$ cat config.mk
export PLATFORM = sky130hd
export DESIGN_NAME = rgb_to_hsv_converter_core
export DESIGN_NICKNAME = d
export VERILOG_FILES = /design/src/hw/rtl/rgb2hsv_pkg.sv /design/src/hw/rtl/rgb2hsv_front.sv /design/src/hw/rtl/rgb2hsv_div_step.sv /design/src/hw/rtl/rgb2hsv_back.sv /design/src/hw/rtl/rgb_to_hsv_converter_core.sv
export SDC_FILE = /design/constraint.sdc
export NUM_CORES = 1
export LEC_CHECK = 0
export ABC_CLOCK_PERIOD_IN_PS = 9200
export BUFFER_PORTS_ARGS = -buffer_cell sky130_fd_sc_hd__buf_2
export CORE_MARGIN = 2
export CORE_UTILIZATION = 35
export DETAILED_ROUTE_END_ITERATION = 10
export SLEW_MARGIN = 20
export SYNTH_ARGS = -nofsm -noshare
export SYNTH_HDL_FRONTEND = slang
export SYNTH_SLANG_ARGS = --single-unit
$ cat constraint.sdc
create_clock -name clk -period 9.2 [get_ports clk]
set_input_delay 0.46 -clock clk [delete_from_list [all_inputs] [get_ports clk]]
set_output_delay 0.46 -clock clk [all_outputs]
set_load 0.01 [all_outputs]
$ cat src/hw/rtl/rgb2hsv_pkg.sv
// ----------------------------------------------------------------------------
// RGB to HSV converter package
// Shared types and constants for the pipelined RGB to HSV converter.
// ----------------------------------------------------------------------------
package rgb2hsv_pkg;

  localparam int unsigned COMP_W   = 8;
  localparam int unsigned HUE_W    = 11;
  localparam int unsigned QUO_W    = 9;
  localparam int unsigned DIV_STEPS = QUO_W;
  localparam int unsigned IN_TDATA_W  = 24;
  localparam int unsigned OUT_TDATA_W = 32;

  localparam logic [HUE_W-1:0] HUE_TURN = 11'd1536;

  // Sector codes; the hue offset is the code times 512.
  localparam logic [1:0] SECTOR_RED   = 2'd0;
  localparam logic [1:0] SECTOR_GREEN = 2'd1;
  localparam logic [1:0] SECTOR_BLUE  = 2'd2;

  // One restoring division in flight: the partial remainder, the divisor,
  // the numerator bits still to be shifted in and the quotient so far.
  typedef struct packed {
    logic [COMP_W-1:0] rem;
    logic [COMP_W-1:0] divisor;
    logic [QUO_W-1:0]  num_low;
    logic [QUO_W-1:0]  quo;
  } div_lane_t;

  typedef struct packed {
    div_lane_t         sat;
    div_lane_t         mag;
    logic [1:0]        sector;
    logic              neg;
    logic              grey;
    logic [COMP_W-1:0] brightness;
  } pix_t;

endpackage

$ cat src/hw/rtl/rgb2hsv_front.sv
// ----------------------------------------------------------------------------
// RGB to HSV front stage
// Finds max, min and sector, and sets up both divisions.
// ----------------------------------------------------------------------------
module rgb2hsv_front (
  input  logic                                  clk,
  input  logic                                  rst,
  input  logic                                  in_valid,
  output logic                                  in_ready,
  input  logic [rgb2hsv_pkg::COMP_W-1:0]        red,
  input  logic [rgb2hsv_pkg::COMP_W-1:0]        green,
  input  logic [rgb2hsv_pkg::COMP_W-1:0]        blue,
  output logic                                  out_valid,
  input  logic                                  out_ready,
  output rgb2hsv_pkg::pix_t                     out_data
);
  import rgb2hsv_pkg::*;

  logic [COMP_W-1:0] hi;
  logic [COMP_W-1:0] lo;
  logic [COMP_W-1:0] delta;
  logic [COMP_W-1:0] pos;
  logic [COMP_W-1:0] negv;
  logic [COMP_W-1:0] diff_mag;
  logic [1:0]        sector;
  logic [15:0]       sat_num;
  pix_t              pix_next;

  always_comb begin
    hi = (red > green) ? red : green;
    if (blue > hi) begin
      hi = blue;
    end
    lo = (red < green) ? red : green;
    if (blue < lo) begin
      lo = blue;
    end
    delta = hi - lo;

    // Red wins ties over green, green over blue.
    if (red == hi) begin
      sector = SECTOR_RED;
      pos    = green;
      negv   = blue;
    end else if (green == hi) begin
      sector = SECTOR_GREEN;
      pos    = blue;
      negv   = red;
    end else begin
      sector = SECTOR_BLUE;
      pos    = red;
      negv   = green;
    end
    diff_mag = (pos >= negv) ? (pos - negv) : (negv - pos);

    // 255 * delta as a shift and subtract.
    sat_num = {delta, 8'd0} - {8'd0, delta};

    // Both numerators sit in a 17-bit window; its top eight bits seed the
    // remainder, which stays below the divisor, and nine bits are shifted in.
    pix_next.sat.rem     = {1'b0, sat_num[15:9]};
    pix_next.sat.divisor = hi;
    pix_next.sat.num_low = sat_num[8:0];
    pix_next.sat.quo     = '0;
    pix_next.mag.rem     = {1'b0, diff_mag[7:1]};
    pix_next.mag.divisor = delta;
    pix_next.mag.num_low = {diff_mag[0], 8'd0};
    pix_next.mag.quo     = '0;
    pix_next.sector      = sector;
    pix_next.neg         = (pos < negv);
    pix_next.grey        = (delta == '0);
    pix_next.brightness  = hi;
  end

  assign in_ready = !out_valid || out_ready;

  always_ff @(posedge clk) begin
    if (rst) begin
      out_valid <= 1'b0;
    end else if (in_ready) begin
      out_valid <= in_valid;
    end
  end

  always_ff @(posedge clk) begin
    if (in_ready && in_valid) begin
      out_data <= pix_next;
    end
  end

endmodule

$ cat src/hw/rtl/rgb2hsv_div_step.sv
// ----------------------------------------------------------------------------
// RGB to HSV division step
// One registered restoring-division step for the saturation and hue lanes.
// ----------------------------------------------------------------------------
module rgb2hsv_div_step (
  input  logic              clk,
  input  logic              rst,
  input  logic              in_valid,
  output logic              in_ready,
  input  rgb2hsv_pkg::pix_t in_data,
  output logic              out_valid,
  input  logic              out_ready,
  output rgb2hsv_pkg::pix_t out_data
);
  import rgb2hsv_pkg::*;

  function automatic div_lane_t div_step(input div_lane_t lane);
    logic [COMP_W:0] trial;
    logic [COMP_W:0] diff;
    div_lane_t       res;
    trial = {lane.rem, lane.num_low[QUO_W-1]};
    diff  = trial - {1'b0, lane.divisor};
    res   = lane;
    if (trial >= {1'b0, lane.divisor}) begin
      res.rem = diff[COMP_W-1:0];
      res.quo = {lane.quo[QUO_W-2:0], 1'b1};
    end else begin
      res.rem = trial[COMP_W-1:0];
      res.quo = {lane.quo[QUO_W-2:0], 1'b0};
    end
    res.num_low = {lane.num_low[QUO_W-2:0], 1'b0};
    return res;
  endfunction

  pix_t pix_next;

  always_comb begin
    pix_next     = in_data;
    pix_next.sat = div_step(in_data.sat);
    pix_next.mag = div_step(in_data.mag);
  end

  assign in_ready = !out_valid || out_ready;

  always_ff @(posedge clk) begin
    if (rst) begin
      out_valid <= 1'b0;
    end else if (in_ready) begin
      out_valid <= in_valid;
    end
  end

  always_ff @(posedge clk) begin
    if (in_ready && in_valid) begin
      out_data <= pix_next;
    end
  end

endmodule

$ cat src/hw/rtl/rgb2hsv_back.sv
// ----------------------------------------------------------------------------
// RGB to HSV back stage
// Adds the signed hue fraction to the sector offset, wraps, registers output.
// ----------------------------------------------------------------------------
module rgb2hsv_back (
  input  logic                                  clk,
  input  logic                                  rst,
  input  logic                                  in_valid,
  output logic                                  in_ready,
  input  rgb2hsv_pkg::pix_t                     in_data,
  output logic                                  out_valid,
  input  logic                                  out_ready,
  output logic [rgb2hsv_pkg::OUT_TDATA_W-1:0]   out_data
);
  import rgb2hsv_pkg::*;

  logic [HUE_W-1:0]  offset;
  logic [HUE_W:0]    sum;
  logic [HUE_W-1:0]  hue;
  logic [COMP_W-1:0] sat;
  logic [OUT_TDATA_W-1:0] data_next;

  always_comb begin
    offset = {in_data.sector, 9'd0};
    if (in_data.neg) begin
      sum = {1'b0, offset} - {3'd0, in_data.mag.quo};
      // A negative hue wraps around the full turn.
      if (sum[HUE_W]) begin
        sum = sum + {1'b0, HUE_TURN};
      end
    end else begin
      sum = {1'b0, offset} + {3'd0, in_data.mag.quo};
    end
    hue = sum[HUE_W-1:0];
    sat = in_data.sat.quo[COMP_W-1:0];
    if (in_data.grey) begin
      hue = '0;
      sat = '0;
    end
    data_next = {5'd0, in_data.brightness, sat, hue};
  end

  assign in_ready = !out_valid || out_ready;

  always_ff @(posedge clk) begin
    if (rst) begin
      out_valid <= 1'b0;
    end else if (in_ready) begin
      out_valid <= in_valid;
    end
  end

  always_ff @(posedge clk) begin
    if (in_ready && in_valid) begin
      out_data <= data_next;
    end
  end

endmodule

$ cat src/hw/rtl/rgb_to_hsv_converter_core.sv
// ----------------------------------------------------------------------------
// RGB to HSV converter core
// Pipelined conversion of 8-bit RGB pixels to fixed-point hue, saturation
// and value.
// ----------------------------------------------------------------------------
// An accepted input transaction reaches its output transaction through one
// front stage, nine restoring-division stages and one output stage.
// One pixel per clock while m_tready is high; each stage holds one pixel and
// moves on whenever the next stage has room, so bubbles are squeezed out.
// Reset clears only the stage valid flags; the pipeline is then empty.
module rgb_to_hsv_converter_core (
  input  logic        clk,
  input  logic        rst,
  input  logic        s_tvalid,
  output logic        s_tready,
  input  logic [23:0] s_tdata,   // red[7:0], green[15:8], blue[23:16]
  output logic        m_tvalid,
  input  logic        m_tready,
  output logic [31:0] m_tdata    // hue[10:0], saturation[18:11],
                                 // brightness[26:19], zero[31:27]
);
  import rgb2hsv_pkg::*;

  pix_t stage_data  [DIV_STEPS+1];
  logic stage_valid [DIV_STEPS+1];
  logic stage_ready [DIV_STEPS+1];

  rgb2hsv_front u_front (
    .clk       (clk),
    .rst       (rst),
    .in_valid  (s_tvalid),
    .in_ready  (s_tready),
    .red       (s_tdata[7:0]),
    .green     (s_tdata[15:8]),
    .blue      (s_tdata[23:16]),
    .out_valid (stage_valid[0]),
    .out_ready (stage_ready[0]),
    .out_data  (stage_data[0])
  );

  for (genvar i = 0; i < DIV_STEPS; i++) begin : g_step
    rgb2hsv_div_step u_step (
      .clk       (clk),
      .rst       (rst),
      .in_valid  (stage_valid[i]),
      .in_ready  (stage_ready[i]),
      .in_data   (stage_data[i]),
      .out_valid (stage_valid[i+1]),
      .out_ready (stage_ready[i+1]),
      .out_data  (stage_data[i+1])
    );
  end

  rgb2hsv_back u_back (
    .clk       (clk),
    .rst       (rst),
    .in_valid  (stage_valid[DIV_STEPS]),
    .in_ready  (stage_ready[DIV_STEPS]),
    .in_data   (stage_data[DIV_STEPS]),
    .out_valid (m_tvalid),
    .out_ready (m_tready),
    .out_data  (m_tdata)
  );

endmodule
==> flow_summary_export.csv <==
group,metric,value,unit
final_layout,nets,2339,
critical_path,crit_type,"primary input to register",
yosys,avgSynthCellArea,12.21,µm²
power,netSwitchingPower,0.001537,W
critical_path,critPathBufInv,5,
global_route,grt_usage,11.50,%
yosys,synth_top_family_by_area,"adder cells",
yosys,synth-adder-area-share,11.11,%
floorplanning,io_pins,62,
global_route,met1_usage,13.42,%
global_route,antenna_found_initial,0,
clock_network,holdBufCountCts,0,
global_route,top_usage_layer,"met2",
sta,fin_skew,0.02127,ns
clock_network,cts_resized,0,
yosys,ys_seq_area_share,59.35,%
detailed_routing,drtAntennaViolNets,0,
sta,setup_viol,0,
sta,tns,0,ns
global_route,grtUsageMet3,1.808,%
yosys,yosys_warnings,0,
detailed_routing,routed_wl,41180,µm
critical_path,path_delay_family,"compound AO/OA/AOI/OAI gates",
critical_path,cp_max_fo,14,
critical_path,slowest_delay,0.43,ns
clock_network,htreeDepth,2,
critical_path,worst_setup_path_start_kind,"primary input",
floorplanning,die_x,269.1,µm
final_layout,syn2layout_area_growth,13.00,%
critical_path,cp_slowest_cell,"mux2_2",
floorplanning,num_rows,97,
critical_path,critPathCaptureType,"register",
sta,hold_ws,0.1915,ns
sta,timing.final.crit_share,88.29,%
clock_network,clk_pin_slew,0.06,ns
yosys,synth-compound-area-share,10.24,%
power,totalPowerFinal,0.005907,W
power,seq_power_share,46.9,%
yosys,yosysTopAreaCell,"edfxtp_1",
detailed_routing,vias,14420,
detailed_routing,via_per_inst,4.672,
global_route,grt-ovfl-total,0,
sta,worstMarginPinSlew,1.083,ns
global_route,grt_pass1_vias,14860,
sta,period_minus_slack,8.123,ns
floorplanning,initial_core_util,35.26,%
yosys,synth-xor-area-share,3.559,%
yosys,synthTopCellsByCount,"edfxtp_1 (479), inv_1 (246), ha_1 (188), o21ai_0 (168), nand2_1 (141)",
yosys,synthMuxAreaShare,1.541,%
status,outcome,"finished clean",
power,p_per_area,212.5,mW/mm²
global_route,use_met2,21.22,%
floorplanning,die_height,269.1,µm
floorplanning,coreArea,0.06979,mm²
yosys,synth_edf_count,479,
power,pwr-share-comb,19.1,%
power,peakVddDrop,0.1351,mV
clock_network,cts_tree,"built",
yosys,syn-instance-count,2015,
yosys,netlist_area,0.02461,mm²
hold_path,hp-class,"primary input to register",
power,p_sw_share,26.02,%
final_layout,drive_above_1_share,8.617,%
critical_path,required,9.51,ns
final_layout,filler_cell_count,6479,
placement,gp_congestion,0.8624,
yosys,synthSimpleGateAreaFrac,9.682,%
yosys,async_reset_ff_share,0,%
global_route,grt_pass1_wl,69880,µm
final_layout,register_area,0.01460,mm²
sta,fmax,0.1231,GHz
detailed_routing,drc_errors,0,
power,pwr-share-clk,34.0,%
yosys,ys_types,60,
critical_path,crit_arrival,8.44,ns
clock_network,cts_root_buf,"clkbuf_16",
final_layout,multi_input_area,0.009009,mm²
yosys,synth_top_area_share,58.46,%
yosys,ys_ff_latch,490,
sta,rsz0062_at_grt,"false",
detailed_routing,wl_per_cell,13.34,µm
detailed_routing,first_pass_iters,5,
clock_network,cts_setup_buffers,0,
run,maxCapViolCount,0,
clock_network,numCtsBuffers,51,
sta,slew_violations,0,
clock_network,clkLatencyLatePin,0.58,ns
placement,hpwl,31670,µm
clock_network,clk_path_buf_depth,3,
sta,final_hold_viol_count,0,
floorplanning,die_area,0.07244,mm²
clock_network,clock-sinks,490,
yosys,ys.flop_type,"edfxtp_1",
placement,portBuffers,56,
sta,relSlewSlack,27.79,%
yosys,synth_most_common_cell,"edfxtp_1",
final_layout,diodes,0,
yosys,synthTopCellsByArea,"edfxtp_1 (58%), ha_1 (9.6%), inv_1 (3.8%)",
power,power.leakage,10.95,nW
power,p_int,0.004370,W
detailed_routing,drt_iter0_drc,664,
global_route,grt_max_degree,52,
## sequential cells by signal, indices dropped and copies added, names as in the netlist
name	cells
g_step.u_step.out_data	409
u_front.out_data	43
u_back.out_data	27
g_step.u_step.out_valid	9
u_back.out_valid	1
u_front.out_valid	1
## cells in the final DEF, fill, tap and decap left out, drive strengths merged, types with 38 or more instances in the layout
cell / instances
ha: 188
xnor2: 52
nand2: 141
clkbuf: 64
nand2b: 38
a21o: 46
o21ai: 169
nor2: 132
edfxtp: 479
nor2b: 71
a21oi: 91
inv: 249
xor2: 48
buf: 71
## power groups by stage
| stage | sequential, W | combinational (W) | clock, W |
|---|---|---|---|
| after detailed placement | 0.00282 | 0.00113 | 0 |
| after global routing | 0.00279 | 0.00129 | 0.00216 |
| after floorplan | 0.00278 | 0.000886 | 0 |
| after CTS | 0.00277 | 0.00114 | 0.00207 |
| final | 0.00277 | 0.00113 | 0.00201 |
| after global placement | 0.00282 | 0.00110 | 0 |
## worst paths after layout
check	from	end	slack [ns]	cells after the start
worst max-delay path	s_tdata[13]	u_front.out_data[44]	1.08	37
worst min-delay path	s_tvalid	u_front.out_valid	0.19	3
worst max register to register	u_back.out_valid	u_front.out_data[73]	5.32	7
worst min register to register	g_step[4].u_step.out_data[13]	g_step[5].u_step.out_data[14]	0.40	0
## area by class of cell
type | count | area share [%]
Multi-Input combinational cell | 1244 | 32.40
Sequential cell | 490 | 52.52
Clock inverter | 32 | 0.9765
Timing Repair Buffer | 71 | 1.485
Tap cell | 940 | 4.230
Clock buffer | 64 | 5.063
Inverter | 246 | 3.321
## worst reg2reg max path: stages (launching register included)
cell and delay (ns):
dfxtp_1 0.32, nor2b_1 0.49, nand3_1 0.14, nor2_1 0.60
nand3_1 0.19, nor2_1 0.63, nand4_1 0.45, and2_2 0.66
## through the flow
step	instances	utilization (%)	worst slack, ns	cell area (µm²)
6_report	3087	39.84	1.077	27800
5_1_grt	3087	39.84	0.2192	27800
2_1_floorplan	2019	-	1.336	24620
3_3_place_gp	2990	37.40	0.8417	26100
4_1_cts	3086	39.80	1.198	27780
3_5_place_dp	2990	37.40	0.5921	26100
## logic make-up (layout without fill, tap and decap cells)
| logic type | after synthesis | count (layout) |
|---|---|---|
| muxes | 36 | 36 |
| DFF | 490 | 490 |
| other | 1 | 5 |
| buffers and inverters | 285 | 413 |
| and+or+nand+nor | 486 | 486 |
| AOI/OAI and AO/OA | 410 | 410 |
| adders and majority gates | 207 | 207 |
| xor gates and xnor gates | 100 | 100 |
## layer usage
layer,wire [µm],up-vias,share of wire [%]
met4,1071,0,2.6
met5,0,-,0
met1,17540,6766,43
li1,-,7350,-
met2,20980,232,51
met3,1594,74,3.9
Note: power is estimated with default switching activity, not from simulation.
